<file path="config.mk">
export PLATFORM = sky130hd
export DESIGN_NAME = rf_remote_pulse_width_decoder
export DESIGN_NICKNAME = d
export VERILOG_FILES = /design/src/design/rfpwd_pkg.sv /design/src/design/rf_remote_pulse_width_decoder.sv
export SDC_FILE = /design/constraint.sdc
export NUM_CORES = 1
export LEC_CHECK = 0
export BUFFER_PORTS_ARGS = -buffer_cell sky130_fd_sc_hd__buf_2
export CORE_MARGIN = 2
export CORE_UTILIZATION = 35
export CTS_BUF_LIST = sky130_fd_sc_hd__clkbuf_4 sky130_fd_sc_hd__clkbuf_8 sky130_fd_sc_hd__clkbuf_16
export DETAILED_ROUTE_END_ITERATION = 8
export PLACE_DENSITY = 0.61
export SLEW_MARGIN = 30
export SYNTH_ARGS = -nofsm -noshare
export SYNTH_HDL_FRONTEND = slang
export SYNTH_SLANG_ARGS = --single-unit
export TNS_END_PERCENT = 20
</file>
<file path="constraint.sdc">
create_clock -name clk -period 7.7 [get_ports clk]
set_input_delay 1.54 -clock clk [delete_from_list [all_inputs] [get_ports clk]]
set_output_delay 1.54 -clock clk [all_outputs]
set_load 0.02 [all_outputs]
</file>
<file path="src/design/rfpwd_pkg.sv">
// ----------------------------------------------------------------------------
// rfpwd_pkg
// Shared types and constants of the remote pulse-width decoder.
// ----------------------------------------------------------------------------
package rfpwd_pkg;

	localparam int PACKET_BITS_DEF = 25;
	localparam int COUNT_WIDTH_DEF = 16;

	localparam int REG_WIDTH   = 16;
	localparam int CFG_INDEX_W = 3;

	localparam logic [REG_WIDTH-1:0] GAP_RESET      = 16'd70;
	localparam logic [REG_WIDTH-1:0] ZERO_MIN_RESET = 16'd16;
	localparam logic [REG_WIDTH-1:0] ZERO_MAX_RESET = 16'd25;
	localparam logic [REG_WIDTH-1:0] ONE_MIN_RESET  = 16'd51;
	localparam logic [REG_WIDTH-1:0] ONE_MAX_RESET  = 16'd62;

	typedef enum logic [1:0] {
		OP_TICK  = 2'd0,
		OP_READ  = 2'd1,
		OP_FLUSH = 2'd2
	} opcode_t;

	typedef enum logic [CFG_INDEX_W-1:0] {
		REG_GAP      = 3'd0,
		REG_ZERO_MIN = 3'd1,
		REG_ZERO_MAX = 3'd2,
		REG_ONE_MIN  = 3'd3,
		REG_ONE_MAX  = 3'd4
	} reg_index_t;

endpackage

</file>
<file path="src/design/rf_remote_pulse_width_decoder.sv">
// ----------------------------------------------------------------------------
// rf_remote_pulse_width_decoder
// Decodes a sampled on-off-keyed receiver line into fixed-length packets.
// ----------------------------------------------------------------------------
// Usage:
//   Input channel (in_valid / in_stall) carries one word per item: opcode
//   selects a sample tick (with pin_level), a host read or a host flush.
//   Output channel (out_valid / out_stall) returns exactly one word per input
//   word, in order: packet_ready, read_valid, read_data, receiving.
//   The word is captured in the input register when accepted; the decode
//   logic then updates the state and loads the result register as the word
//   moves on. Throughput is one word per cycle while the output is not
//   stalled; the decode step is a handful of compares, a saturating
//   increment and a one-hot bit set.
//   When the receiver stalls, the result register holds its word; the input
//   register still takes one more word, then in_stall rises until the result
//   is taken.
//   Reset loads the timing registers with their defaults and clears counters,
//   reception, the held packet and the ready flag. Timing registers are
//   written through cfg_we / cfg_index / cfg_data. The user must write them
//   only while no word is in flight; the block itself does not enforce it.
// ----------------------------------------------------------------------------
module rf_remote_pulse_width_decoder #(
	parameter int PACKET_BITS = rfpwd_pkg::PACKET_BITS_DEF,
	parameter int COUNT_WIDTH = rfpwd_pkg::COUNT_WIDTH_DEF
) (
	input  logic                              clk,
	input  logic                              arst_n,
	input  logic                              cfg_we,
	input  logic [rfpwd_pkg::CFG_INDEX_W-1:0] cfg_index,
	input  logic [rfpwd_pkg::REG_WIDTH-1:0]   cfg_data,
	input  logic                              in_valid,
	output logic                              in_stall,
	input  logic [1:0]                        opcode,
	input  logic                              pin_level,
	output logic                              out_valid,
	input  logic                              out_stall,
	output logic                              packet_ready,
	output logic                              read_valid,
	output logic [PACKET_BITS-1:0]            read_data,
	output logic                              receiving
);

	localparam int BC_W  = $clog2(PACKET_BITS + 1);
	localparam int CMP_W = (COUNT_WIDTH > rfpwd_pkg::REG_WIDTH) ?
		COUNT_WIDTH : rfpwd_pkg::REG_WIDTH;
	localparam logic [COUNT_WIDTH-1:0] COUNT_MAX = {COUNT_WIDTH{1'b1}};
	localparam logic [BC_W-1:0] BC_FULL = BC_W'(PACKET_BITS);

	// timing registers
	logic [rfpwd_pkg::REG_WIDTH-1:0] gap_q, zero_min_q, zero_max_q, one_min_q, one_max_q;

	// decoder state
	logic [COUNT_WIDTH-1:0] tick_q;
	logic                   last_q;
	logic                   armed_q;
	logic [BC_W-1:0]        bc_q;
	logic [PACKET_BITS-1:0] shift_q;
	logic [PACKET_BITS-1:0] held_q;
	logic                   ready_q;

	// input stage
	logic                   valid_s1;
	rfpwd_pkg::opcode_t     op_s1;
	logic                   level_s1;

	// result stage
	logic                   valid_s2;
	logic                   ready_s2;
	logic                   rvalid_s2;
	logic [PACKET_BITS-1:0] rdata_s2;
	logic                   armed_s2;

	logic move;
	logic take;

	assign move     = valid_s1 && (!valid_s2 || !out_stall);
	assign in_stall = valid_s1 && !move;
	assign take     = in_valid && !in_stall;

	// next-state logic
	logic [COUNT_WIDTH-1:0] tc_inc;
	logic [CMP_W-1:0]       tc_x;
	logic                   over_gap, in_one, in_zero;
	logic [BC_W-1:0]        pos;
	logic [COUNT_WIDTH-1:0] n_tick;
	logic                   n_last, n_armed, n_ready;
	logic [BC_W-1:0]        n_bc;
	logic [PACKET_BITS-1:0] n_shift, n_held;
	logic                   n_rvalid;
	logic [PACKET_BITS-1:0] n_rdata;
	logic                   ended;

	always_comb begin
		tc_inc   = (tick_q == COUNT_MAX) ? tick_q : tick_q + 1'b1;
		tc_x     = CMP_W'(tc_inc);
		over_gap = tc_x > CMP_W'(gap_q);
		in_one   = (tc_x > CMP_W'(one_min_q)) && (tc_x < CMP_W'(one_max_q));
		in_zero  = (tc_x > CMP_W'(zero_min_q)) && (tc_x < CMP_W'(zero_max_q));
		pos      = BC_FULL - bc_q - 1'b1;

		n_tick   = tick_q;
		n_last   = last_q;
		n_armed  = armed_q;
		n_ready  = ready_q;
		n_bc     = bc_q;
		n_shift  = shift_q;
		n_held   = held_q;
		n_rvalid = 1'b0;
		n_rdata  = '0;
		ended    = 1'b0;

		case (op_s1)
			rfpwd_pkg::OP_TICK: begin
				n_tick = tc_inc;
				if (armed_q) begin
					if (!level_s1 && over_gap) begin
						// end of frame
						n_armed = 1'b0;
						if (bc_q == BC_FULL) begin
							n_held  = shift_q;
							n_ready = 1'b1;
						end
						n_shift = '0;
						n_bc    = '0;
						n_last  = 1'b0;
						n_tick  = '0;
						ended   = 1'b1;
					end else if (!level_s1 && last_q) begin
						if (bc_q >= BC_FULL) begin
							n_armed = 1'b0;
							n_bc    = '0;
							n_shift = '0;
						end else if (in_one) begin
							n_shift = shift_q | (PACKET_BITS'(1) << pos);
							n_bc    = bc_q + 1'b1;
						end else if (in_zero) begin
							n_bc = bc_q + 1'b1;
						end else begin
							n_armed = 1'b0;
							n_bc    = '0;
							n_shift = '0;
						end
					end
				end
				if (!ended && (level_s1 != last_q)) begin
					if (!last_q && over_gap) begin
						n_armed = 1'b1;
					end
					n_last = level_s1;
					n_tick = '0;
				end
			end
			rfpwd_pkg::OP_READ: begin
				if (ready_q) begin
					n_rvalid = 1'b1;
					n_rdata  = held_q;
					n_held   = '0;
					n_ready  = 1'b0;
				end
			end
			rfpwd_pkg::OP_FLUSH: begin
				n_held  = '0;
				n_shift = '0;
				n_bc    = '0;
				n_last  = 1'b0;
				n_tick  = '0;
			end
			default: begin
			end
		endcase
	end

	// control, state and configuration
	always_ff @(posedge clk or negedge arst_n) begin
		if (!arst_n) begin
			gap_q      <= rfpwd_pkg::GAP_RESET;
			zero_min_q <= rfpwd_pkg::ZERO_MIN_RESET;
			zero_max_q <= rfpwd_pkg::ZERO_MAX_RESET;
			one_min_q  <= rfpwd_pkg::ONE_MIN_RESET;
			one_max_q  <= rfpwd_pkg::ONE_MAX_RESET;
			tick_q     <= '0;
			last_q     <= 1'b0;
			armed_q    <= 1'b0;
			bc_q       <= '0;
			shift_q    <= '0;
			held_q     <= '0;
			ready_q    <= 1'b0;
			valid_s1   <= 1'b0;
			valid_s2   <= 1'b0;
		end else begin
			if (cfg_we) begin
				case (cfg_index)
					rfpwd_pkg::REG_GAP:      gap_q      <= cfg_data;
					rfpwd_pkg::REG_ZERO_MIN: zero_min_q <= cfg_data;
					rfpwd_pkg::REG_ZERO_MAX: zero_max_q <= cfg_data;
					rfpwd_pkg::REG_ONE_MIN:  one_min_q  <= cfg_data;
					rfpwd_pkg::REG_ONE_MAX:  one_max_q  <= cfg_data;
					default: begin
					end
				endcase
			end
			if (move) begin
				tick_q  <= n_tick;
				last_q  <= n_last;
				armed_q <= n_armed;
				bc_q    <= n_bc;
				shift_q <= n_shift;
				held_q  <= n_held;
				ready_q <= n_ready;
			end
			if (take) begin
				valid_s1 <= 1'b1;
			end else if (move) begin
				valid_s1 <= 1'b0;
			end
			if (move) begin
				valid_s2 <= 1'b1;
			end else if (!out_stall) begin
				valid_s2 <= 1'b0;
			end
		end
	end

	// word payload
	always_ff @(posedge clk) begin
		if (take) begin
			op_s1    <= rfpwd_pkg::opcode_t'(opcode);
			level_s1 <= pin_level;
		end
		if (move) begin
			ready_s2  <= n_ready;
			rvalid_s2 <= n_rvalid;
			rdata_s2  <= n_rdata;
			armed_s2  <= n_armed;
		end
	end

	assign out_valid    = valid_s2;
	assign packet_ready = ready_s2;
	assign read_valid   = rvalid_s2;
	assign read_data    = rdata_s2;
	assign receiving    = armed_s2;

	a_read_clears_ready: assert property (@(posedge clk) disable iff (!arst_n)
		valid_s2 && rvalid_s2 |-> !ready_s2)
		else $error("ready flag still set after a packet was handed out");

	a_no_read_no_data: assert property (@(posedge clk) disable iff (!arst_n)
		valid_s2 && !rvalid_s2 |-> rdata_s2 == '0)
		else $error("read data not zero without a handed-out packet");

	a_bit_count_range: assert property (@(posedge clk) disable iff (!arst_n)
		bc_q <= BC_FULL)
		else $error("bit count beyond packet length");

	a_idle_frame_clear: assert property (@(posedge clk) disable iff (!arst_n)
		!armed_q |-> bc_q == '0 && shift_q == '0)
		else $error("frame bits left over while not receiving");

	a_stall_needs_word: assert property (@(posedge clk) disable iff (!arst_n)
		in_stall |-> valid_s1 && valid_s2 && out_stall)
		else $error("input stalled without a blocked word");

endmodule

</file>
# Yosys cells after proc, flatten, opt, wreduce, memory -nomap -nowiden
# Index checks and enable logic that the tools add are counted.
dict set report op_classes {
  n_mux 49
  n_reduce_logical 33
  addsub 4
  bitwise_logic 1
  eq_ne 18
  shifts 1
  magnitude_cmp 6
}
# cell count
set ops {}
lappend ops {{25-bit 2-to-1 mux} 10}
lappend ops {{25-bit one-hot mux with 3 select lines} 1}
lappend ops {{16-bit 2-to-1 mux} 4}
lappend ops {{25-bit one-hot mux with 2 select lines} 1}
lappend ops {{16-bit greater-than comparator} 3}
lappend ops {{16-bit < comparator} 2}
lappend ops {{16-bit one-hot mux with 2 select lines} 1}
lappend ops {{5-bit 2-to-1 mux} 6}
lappend ops {{25-bit OR} 1}
lappend ops {{1-bit by 5-bit << shifter with 25-bit output, first input constant} 1}
lappend ops {{1-bit 2-to-1 mux} 23}
lappend ops {{16-bit by 1-bit adder with 16-bit output, second input constant} 1}
lappend ops {{16-bit == test, second input constant} 1}
lappend ops {{2-bit AND reduction} 7}
lappend ops {{5-bit one-hot mux with 2 select lines} 1}
lappend ops {{1-bit logical AND} 9}
lappend ops {{3-bit != test, second input constant} 3}
lappend ops {{2-bit != test, second input constant} 4}
lappend ops {{4-bit AND reduction} 2}
lappend ops {{1-bit zero test} 7}
lappend ops {{3-bit by 2-bit == test with 1-bit output, second input constant} 2}
lappend ops {{6-bit AND reduction} 1}
lappend ops {{5-bit by 1-bit adder with 5-bit output, second input constant} 1}
lappend ops {{5-bit == test, second input constant} 1}
lappend ops {{other kinds (17)} 19}
dict set report totals {
  input_bits 27
  register_bits 187
}

# Depth between registers and ports, before layout
# Gate-level depths: netlist (run 1).
dict set report depth {
  depth_word 13
  mapped_depth 20
}

# Least setup slack after synthesis (run 1)
# Ideal clock, no wire load.
dict set report synth_timing {
  kind {register to register}
  from {register tick_q[0]}
  to {register armed_s2 (netlist: receiving) (data pin)}
  required_time_ps 7432
  synth_period_minus_slack_ps 4200
  setup_slack_ps 3500
  arrival_ps 3933
  path_stages_with_launch 19
  setup_time_ps 268
  cell_sequence {dfrtp_1 -> ha_1 -> nand3_1 -> nor4_4 -> buf_4 -> nor3_1 -> and3_1 -> nand3_1 -> nor2_1 -> xor2_1 -> ha_1 -> o21ai_0 -> nor2_1 -> nor3_1 -> o311ai_0 -> o2111ai_2 -> o21ai_1 -> a221oi_1 -> nand2_1}
}
dict set report synth_via {
  elab_chain_cells 13
  word_cells_on_any_way 26
}
# element line
set synth_lines {}
lappend synth_lines {{start: declaration} rf_remote_pulse_width_decoder.sv:54} ;# logic [COUNT_WIDTH-1:0] tick_q;
lappend synth_lines {{start signal: assignment} rf_remote_pulse_width_decoder.sv:204} ;# tick_q <= n_tick;
lappend synth_lines {{16-bit by 1-bit adder with 16-bit output / 16-bit == test (equally long branches)} rf_remote_pulse_width_decoder.sv:95} ;# tc_inc = (tick_q == COUNT_MAX) ? tick_q : tick_q + 1'b1;
lappend synth_lines {{16-bit 2-to-1 mux *} rf_remote_pulse_width_decoder.sv:95}
lappend synth_lines {{16-bit greater-than comparator / 16-bit < comparator (equally long branches)} rf_remote_pulse_width_decoder.sv:99} ;# in_zero = (tc_x > CMP_W'(zero_min_q)) && (tc_x < CMP_W'(zero_max_q));
lappend synth_lines {{1-bit logical AND} rf_remote_pulse_width_decoder.sv:99}
lappend synth_lines {{1-bit 2-to-1 mux} rf_remote_pulse_width_decoder.sv:137} ;# end else if (in_zero) begin
lappend synth_lines {{1-bit 2-to-1 mux} rf_remote_pulse_width_decoder.sv:134} ;# end else if (in_one) begin
lappend synth_lines {{1-bit 2-to-1 mux} rf_remote_pulse_width_decoder.sv:130} ;# if (bc_q >= BC_FULL) begin
lappend synth_lines {{1-bit 2-to-1 mux} rf_remote_pulse_width_decoder.sv:129} ;# end else if (!level_s1 && last_q) begin
lappend synth_lines {{1-bit 2-to-1 mux} rf_remote_pulse_width_decoder.sv:117} ;# if (!level_s1 && over_gap) begin
lappend synth_lines {{1-bit 2-to-1 mux} rf_remote_pulse_width_decoder.sv:116} ;# if (armed_q) begin
lappend synth_lines {{1-bit 2-to-1 mux} rf_remote_pulse_width_decoder.sv:147} ;# if (!last_q && over_gap) begin
lappend synth_lines {{1-bit 2-to-1 mux *} rf_remote_pulse_width_decoder.sv:146} ;# if (!ended && (level_s1 != last_q)) begin
lappend synth_lines {{1-bit 2-to-1 mux *} rf_remote_pulse_width_decoder.sv:113} ;# case (op_s1)
lappend synth_lines {{named net n_armed} rf_remote_pulse_width_decoder.sv:87} ;# logic n_last, n_armed, n_ready;
lappend synth_lines {{end signal: assignment} rf_remote_pulse_width_decoder.sv:235} ;# armed_s2 <= n_armed;
lappend synth_lines {{end: declaration} rf_remote_pulse_width_decoder.sv:72} ;# logic armed_s2;
# The timed path passes the listed nets; every way through them passes the cells marked *. The select of a mux whose other input is x is not followed.
# A chain may end at the register's enable or synchronous reset.

# Worst setup path in the final report (run 1)
dict set report layout_timing {
  from {register tick_q[0]}
  to {register shift_q[21]}
}
dict set report layout_via {
  elab_chain_cells 10
  word_cells_on_any_way 20
}
# element line
set layout_lines {}
lappend layout_lines {{16-bit by 1-bit adder with 16-bit output / 16-bit == test (equally long branches)} rf_remote_pulse_width_decoder.sv:95}
lappend layout_lines {{16-bit 2-to-1 mux *} rf_remote_pulse_width_decoder.sv:95}
lappend layout_lines {{16-bit greater-than comparator / 16-bit < comparator (equally long branches)} rf_remote_pulse_width_decoder.sv:98} ;# in_one = (tc_x > CMP_W'(one_min_q)) && (tc_x < CMP_W'(one_max_q));
lappend layout_lines {{1-bit logical AND} rf_remote_pulse_width_decoder.sv:98}
lappend layout_lines {{25-bit 2-to-1 mux} rf_remote_pulse_width_decoder.sv:134}
lappend layout_lines {{25-bit 2-to-1 mux} rf_remote_pulse_width_decoder.sv:130}
lappend layout_lines {{25-bit 2-to-1 mux} rf_remote_pulse_width_decoder.sv:129}
lappend layout_lines {{25-bit 2-to-1 mux} rf_remote_pulse_width_decoder.sv:117}
lappend layout_lines {{25-bit 2-to-1 mux} rf_remote_pulse_width_decoder.sv:116}
lappend layout_lines {{25-bit one-hot mux with 2 select lines} rf_remote_pulse_width_decoder.sv:113}
lappend layout_lines {{end signal: assignment} rf_remote_pulse_width_decoder.sv:208} ;# shift_q <= n_shift;
lappend layout_lines {{end: declaration} rf_remote_pulse_width_decoder.sv:58} ;# logic [PACKET_BITS-1:0] shift_q;
# Every way passes the cells marked *; elsewhere a longest branch is shown, timed or not. The select of a mux whose other input is x is not followed.

==> results.sh, run 1 <==
export IMPL_first_global_vias=7067
export IMPL_grt_max_degree=102
export IMPL_core_area_sq_mm=0.02793
export IMPL_ys_top_cells_by_count="dfrtp_1 (140), inv_1 (96), nand2_1 (90), o21ai_0 (90), ha_1 (86)"
export IMPL_fmax_mhz=183.1
export IMPL_cp_depth=15
export IMPL_synth_edff_count=31
export IMPL_synth_nets=1091
export IMPL_synthArstFlopShare_pct=83.42
export IMPL_worstSetupPathType="reg2reg"
export IMPL_hold_path_class="reg2reg"
export IMPL_clock_latency_ns=0.45
export IMPL_pwr_share_seq_pct=46.6
export IMPL_drt_wl_total_microns=23080
export IMPL_switching_power_uw=764.2
export IMPL_synth_compound_area_share_pct=17.36
export IMPL_comb_power_share_pct=16.1
export IMPL_dp_hpwl_microns=16220
export IMPL_start_util_pct=35.75
export IMPL_port_buffers=56
export IMPL_die_h_microns=172.9
export IMPL_first_iter_violations=538
export IMPL_worstMarginPinSlew_ns=0.8405
export IMPL_post_cts_buffers=0
export IMPL_yosys_area_top_type_share_pct=35.08
export IMPL_critical_path_max_stage_delay_ns=0.72
export IMPL_drtPass1Iterations=5
export IMPL_power_uw=2484
export IMPL_power_density_mw_per_mm2=218.9
export IMPL_synth_mux_area_share_pct=2.656
export IMPL_gp_congestion=0.8508
export IMPL_synth_cell_types=67
export IMPL_synth_seq_cells=187
export IMPL_r2r_cells=15
export IMPL_antenna_diode_count=0
export IMPL_synth_largest_area_cell="dfrtp_1"
export IMPL_ant_nets=0
export IMPL_drc=0
export IMPL_grt_ovfl_total=0
export IMPL_cts_buffer_depth=2
export IMPL_synth_top_family_by_area="compound AO/OA/AOI/OAI gates"
export IMPL_crit_family="compound AO/OA/AOI/OAI gates"
export IMPL_synthFlopType="dfrtp_1"
export IMPL_cp_end_kind="flip-flop"
export IMPL_yosysSeqAreaShare_pct=48.61
export IMPL_synthAdderAreaFrac_pct=10.77
export IMPL_path_max_fanout=25
export IMPL_cts_max_level=4
export IMPL_cts_buffers=17
export IMPL_slowest_stage="nor4_4"
export IMPL_crit_required_ns=8.07
export IMPL_avgViaCountPerCell=5.091
export IMPL_drive_gt1_share_pct=15.04
export IMPL_min_period_ns=5.462
export IMPL_die_w_microns=172.9
export IMPL_yosysWarningCount=0
export IMPL_holdPathStages=1
export IMPL_ios=57
export IMPL_cts_sinks=187
export IMPL_fin_crit_sh_pct=70.93
export IMPL_cts_root_buffer="clkbuf_16"
export IMPL_finalHoldViolations=0
export IMPL_avgRoutedWirePerCell_microns=16.31
export IMPL_vias=7204
export IMPL_fin_nets=1137
export IMPL_ctsResizeCount=0
export IMPL_p_leak_uw=0.005334
export IMPL_synthXorXnorAreaFrac_pct=1.854
export IMPL_vdd_drop_max_v=0.0001123
export IMPL_finClkSkew_ns=0.01571
export IMPL_finalSetupTns_ns=0
export IMPL_num_rows=61
export IMPL_grt_first_pass_wirelength_microns=38410
export IMPL_syn_avg_cell_area_sq_um=10.21
export IMPL_ff2ff_setup_slack_ns=2.24
export IMPL_synthSimpleGateAreaFrac_pct=13.13
export IMPL_fillCellCount=2749
export IMPL_maxCapViolations=0
export IMPL_ys_top_cells_by_area="dfrtp_1 (35%), ha_1 (11%), edfxtp_1 (9.3%)"
export IMPL_cts_tree="done"
export IMPL_p_clk_share_pct=37.4
export IMPL_setup_viol=0
export IMPL_intPower_uw=1720
export IMPL_postCtsHoldBufs=0
export IMPL_rsz0062_at_grt="false"
export IMPL_switching_share_pct=30.76
export IMPL_status="completed"
export IMPL_synthCells=978
export IMPL_slew_headroom_pct=43.76
export IMPL_antenna_found_initial=0
export IMPL_worst_path_buf_inv=0
export IMPL_crit_chain="ha_1, nand3_1, nor4_4, nor3_1, and3_1, xor2_1, ha_1, a211oi_1, o21ai_0, o311ai_0, o311ai_0, a2111oi_0, o21a_1, o21ai_4, a21oi_1"
export IMPL_syn_to_final_growth_pct=13.64
export IMPL_synth_most_common_cell="dfrtp_1"
export IMPL_drv_slew=0
export IMPL_grt_use_total_pct=15.97
export IMPL_critPathLaunchType="flip-flop"
export IMPL_synth_area_sq_mm=0.009987
export IMPL_die_area_sq_mm=0.02990
export IMPL_arrival_ns=5.83
export IMPL_clkTransAtPathRegs_ns=0.08
[placed cells by master (no fill, tap or decap), types with 5 or more instances in the layout]
cell type | synthesis | routed
a31oi_1 | 31 | 31
xnor2_1 | 5 | 5
a211oi_1 | 9 | 9
a21o_1 | 15 | 15
nor3_1 | 15 | 14
nor2b_1 | 5 | 5
dfrtp_1 | 140 | 140
a22o_1 | 25 | 25
buf_2 | 4 | 55
o211ai_1 | 5 | 5
xor2_1 | 11 | 11
buf_4 | 3 | 10
edfxtp_1 | 31 | 31
ha_1 | 86 | 85
a21oi_1 | 48 | 47
o21ai_0 | 90 | 90
dfstp_2 | 16 | 16
inv_1 | 96 | 96
inv_8 | 0 | 5
mux2_2 | 20 | 20
nand4_1 | 18 | 18
nor4_1 | 6 | 6
a32o_1 | 8 | 8
nand3_1 | 15 | 15
nor2_1 | 53 | 53
and3_1 | 32 | 32
nand2_1 | 90 | 90
clkbuf_16 | 0 | 17
clkinv_8 | 0 | 5
[logic make-up (layout without fill, tap and decap cells)]
group / after synthesis / in the layout
muxes: 24 / 24
and+or+nand+nor: 261 / 261
adders and majority gates: 86 / 86
DFF: 187 / 187
AOI/OAI and AO/OA: 265 / 265
xor gates and xnor gates: 18 / 18
buffers and inverters: 137 / 196
[per-layer routing]
layer / vias up / routed length, microns / GRT usage (%)
li1: 3626 / - / -
met1: 3428 / 11540 / 22.69
met2: 118 / 10430 / 25.07
met3: 32 / 657 / 2.177
met4: 0 / 450 / 5.438
met5: - / 0 / 0
[flip-flops by register name (all words and copies together), names as in the netlist, 2 cells and up]
| signal | flops |
|---|---|
| zero_max_q | 16 |
| one_min_q | 16 |
| bc_q | 5 |
| op_s1 | 2 |
| held_q | 25 |
| one_max_q | 16 |
| zero_min_q | 16 |
| shift_q | 25 |
| tick_q | 16 |
| read_data | 25 |
| gap_q | 16 |
[final cells by class]
class                           instances  area [sq um]  share of cell area, %
Tap cell                              378         473.0                  4.167
Clock inverter                         15         203.9                  1.797
Inverter                               96         360.3                  3.175
Multi-Input combinational cell        654          4646                  40.93
Clock buffer                           17         425.4                  3.748
Sequential cell                       187          4855                  42.77
Timing Repair Buffer                   68         386.6                  3.406
[worst paths after layout]
| check | startpoint | endpoint |
|---|---|---|
| max | tick_q[0] | shift_q[21] |
| min | valid_s1 | out_valid |
| max reg2reg | tick_q[0] | shift_q[21] |
| min reg2reg | valid_s1 | out_valid |
| max in group asynchronous | arst_n | held_q[20] |
| min in group asynchronous | arst_n | zero_min_q[6] |
[power groups by stage]
stage	Sequential, uW	Clock (uW)	Combinational (uW)
after floorplan	1180	0	259
after global routing	1170	987	455
after detailed placement	1180	0	397
after global placement	1170	0	388
after CTS	1160	957	401
final	1160	928	399
[worst reg2reg max path: cells and delay by family (launching register included)]
family          cells  cell delay [ns]
fa+ha+maj           2             0.62
compound gates      8             2.31
flops               1             0.58
xor+xnor            1             0.50
simple gates        4             1.38
[stage by stage]
stage | utilization [%] | area (sq um) | instances | hold slack [ns] | setup slack [ns]
2_1_floorplan | - | 9987 | 978 | 0.4574 | 3.500
3_3_place_gp | 38.17 | 10660 | 1381 | 0.4746 | 2.094
3_5_place_dp | 38.28 | 10690 | 1382 | 0.4838 | 2.077
4_1_cts | 40.53 | 11320 | 1414 | 0.4956 | 2.062
5_1_grt | 40.63 | 11350 | 1415 | 0.5144 | 1.639
6_report | 40.63 | 11350 | 1415 | 0.4978 | 2.238
Note: power is estimated with default switching activity, not from simulation.
==> inputs of run 2 (changes only) <==
clock period = 5.7 ns   (was 7.7 ns; I/O delays follow)
==> run 2 against run 1 <==
Against the previous run: clock skew down 0.0032 ns; via count rose by 0.68%; sequential power grew 34%; count of clock-buffer cells in the layout did not move; fmax up 8.4%; highest routed layer unchanged; cell count increased by 0.57%; flip-flop and latch count unchanged; critical path type unchanged.
==> results.sh, run 2 (synthesis gave the netlist of run 1 again) <==
export IMPL_drive_gt1_share_pct=15.69
export IMPL_fin_nets=1145
export IMPL_postCtsHoldBufs=0
export IMPL_vias=7253
export IMPL_crit_chain="ha_1, nand3_1, nor2_1, o21ai_0, nor2_1, and3_1, xor2_1, ha_1, o311ai_0, o311ai_0, a2111oi_0, o21a_1, o21ai_2, buf_4, a21oi_1"
export IMPL_p_leak_uw=0.005361
export IMPL_port_buffers=56
export IMPL_power_uw=3321
export IMPL_num_rows=61
export IMPL_min_period_ns=5.040
export IMPL_cts_sinks=187
export IMPL_worstMarginPinSlew_ns=0.8243
export IMPL_die_h_microns=172.9
export IMPL_die_w_microns=172.9
export IMPL_power_density_mw_per_mm2=292.0
export IMPL_slew_headroom_pct=44.84
export IMPL_grt_max_degree=85
export IMPL_worstSetupPathType="reg2reg"
export IMPL_grt_first_pass_wirelength_microns=38700
export IMPL_vdd_drop_max_v=0.0001508
export IMPL_finalSetupTns_ns=0
export IMPL_gp_congestion=0.8460
export IMPL_fmax_mhz=198.4
export IMPL_avgRoutedWirePerCell_microns=16.11
export IMPL_clock_latency_ns=0.45
export IMPL_cts_buffer_depth=2
export IMPL_most_common_layout_cells="dfrtp_1 (140), inv_1 (96), nand2_1 (90), o21ai_0 (90), ha_1 (85)"
export IMPL_path_max_fanout=25
export IMPL_clkTransAtPathRegs_ns=0.08
export IMPL_drtPass1Iterations=5
export IMPL_die_area_sq_mm=0.02990
export IMPL_arrival_ns=5.41
export IMPL_ctsResizeCount=0
export IMPL_grt_use_met2_pct=25.23
export IMPL_setup_viol=0
export IMPL_antenna_found_initial=0
export IMPL_rsz0062_at_grt="false"
export IMPL_post_cts_buffers=0
export IMPL_drv_slew=0
export IMPL_crit_required_ns=6.07
export IMPL_fin_cells=1423
export IMPL_first_iter_violations=565
export IMPL_avgViaCountPerCell=5.097
export IMPL_syn_to_final_growth_pct=13.91
export IMPL_critical_path_max_stage_delay_ns=0.70
export IMPL_final_common_cell="dfrtp_1"
export IMPL_grt_busiest_layer="met2"
export IMPL_finalHoldViolations=0
export IMPL_placed_area_sq_mm=0.01075
export IMPL_start_util_pct=35.75
export IMPL_dp_hpwl_microns=16200
export IMPL_first_global_vias=7131
export IMPL_grtUsageMet1_pct=22.96
export IMPL_cp_end_kind="flip-flop"
export IMPL_final_cell_area_sq_mm=0.01138
export IMPL_cts_buffers=17
export IMPL_drt_wl_total_microns=22920
export IMPL_antenna_diode_count=0
export IMPL_grt_ovfl_total=0
export IMPL_grt_util_met3_pct=2.133
export IMPL_ios=57
export IMPL_status="completed"
export IMPL_cts_root_buffer="clkbuf_16"
export IMPL_dpl_cell_count=1391
export IMPL_finClkSkew_ns=0.01247
export IMPL_fin_crit_sh_pct=88.42
export IMPL_drc=0
export IMPL_cts_tree="done"
export IMPL_critPathLaunchType="flip-flop"
export IMPL_cts_max_level=4
export IMPL_maxCapViolations=0
export IMPL_grt_use_total_pct=16.03
export IMPL_ant_nets=0
export IMPL_slowest_stage="o311ai_0"
export IMPL_core_area_sq_mm=0.02793
export IMPL_hold_path_class="reg2reg"
run 2: cell count changes in the layout (fill, tap and decap cells not counted), sizes merged:
| cell | before | now |
|---|---|---|
| buf | 67 | 76 |
| inv | 106 | 102 |
| clkinv | 5 | 9 |
| clkbuf | 18 | 17 |
run 2: final cells by class:
cell class | instances | area (sq um)
timing repair buffer | 76 | 440.4
clock inverter | 15 | 191.4
clock buffer | 17 | 425.4
fill | 2725 | 16560
multi-input combinational | 654 | 4631
sequential | 187 | 4855
inverter | 96 | 360.3
tap | 378 | 473.0
run 2: routing by layer:
layer,up-vias,routed length [microns]
met5,-,0
met4,0,360
met3,25,621
met2,119,10330
met1,3482,11610
li1,3627,-
run 2: stage by stage:
step | worst slack [ns] | hold WS, ns | util [%]
2_1_floorplan | 1.500 | 0.4574 | -
3_5_place_dp | 0.7148 | 0.4870 | 38.49
6_report | 0.6601 | 0.4891 | 40.72
5_1_grt | 0.1900 | 0.5160 | 40.72
4_1_cts | 0.7064 | 0.4966 | 40.70
3_3_place_gp | 0.6522 | 0.4778 | 38.39
run 2: worst max-delay path: cells and delay by family (launching register included):
kind | cells | cell delay, ns
AOI/OAI and AO/OA | 7 | 2.29
and+or+nand+nor | 4 | 0.77
adders and majority gates | 2 | 0.61
DFF | 1 | 0.60
xor gates and xnor gates | 1 | 0.47
buffers and inverters | 1 | 0.22
run 2: final timing paths:
kind,from,end,slack [ns],cells past startpoint
min reg2reg,shift_q[0],held_q[0],0.49,1
max,tick_q[0],shift_q[6],0.66,15
min in group asynchronous,arst_n,zero_max_q[5],0.73,1
max reg2reg,tick_q[0],shift_q[6],0.66,15
max in group asynchronous,arst_n,one_max_q[9],3.90,2
min,shift_q[0],held_q[0],0.49,1
run 2: where the power goes:
group	switching [uW]	internal (uW)	leakage, uW	total, uW
registers	51.1	1510	0.00230	1560
clock network	621	600	0.000298	1220
logic	338	200	0.00276	538
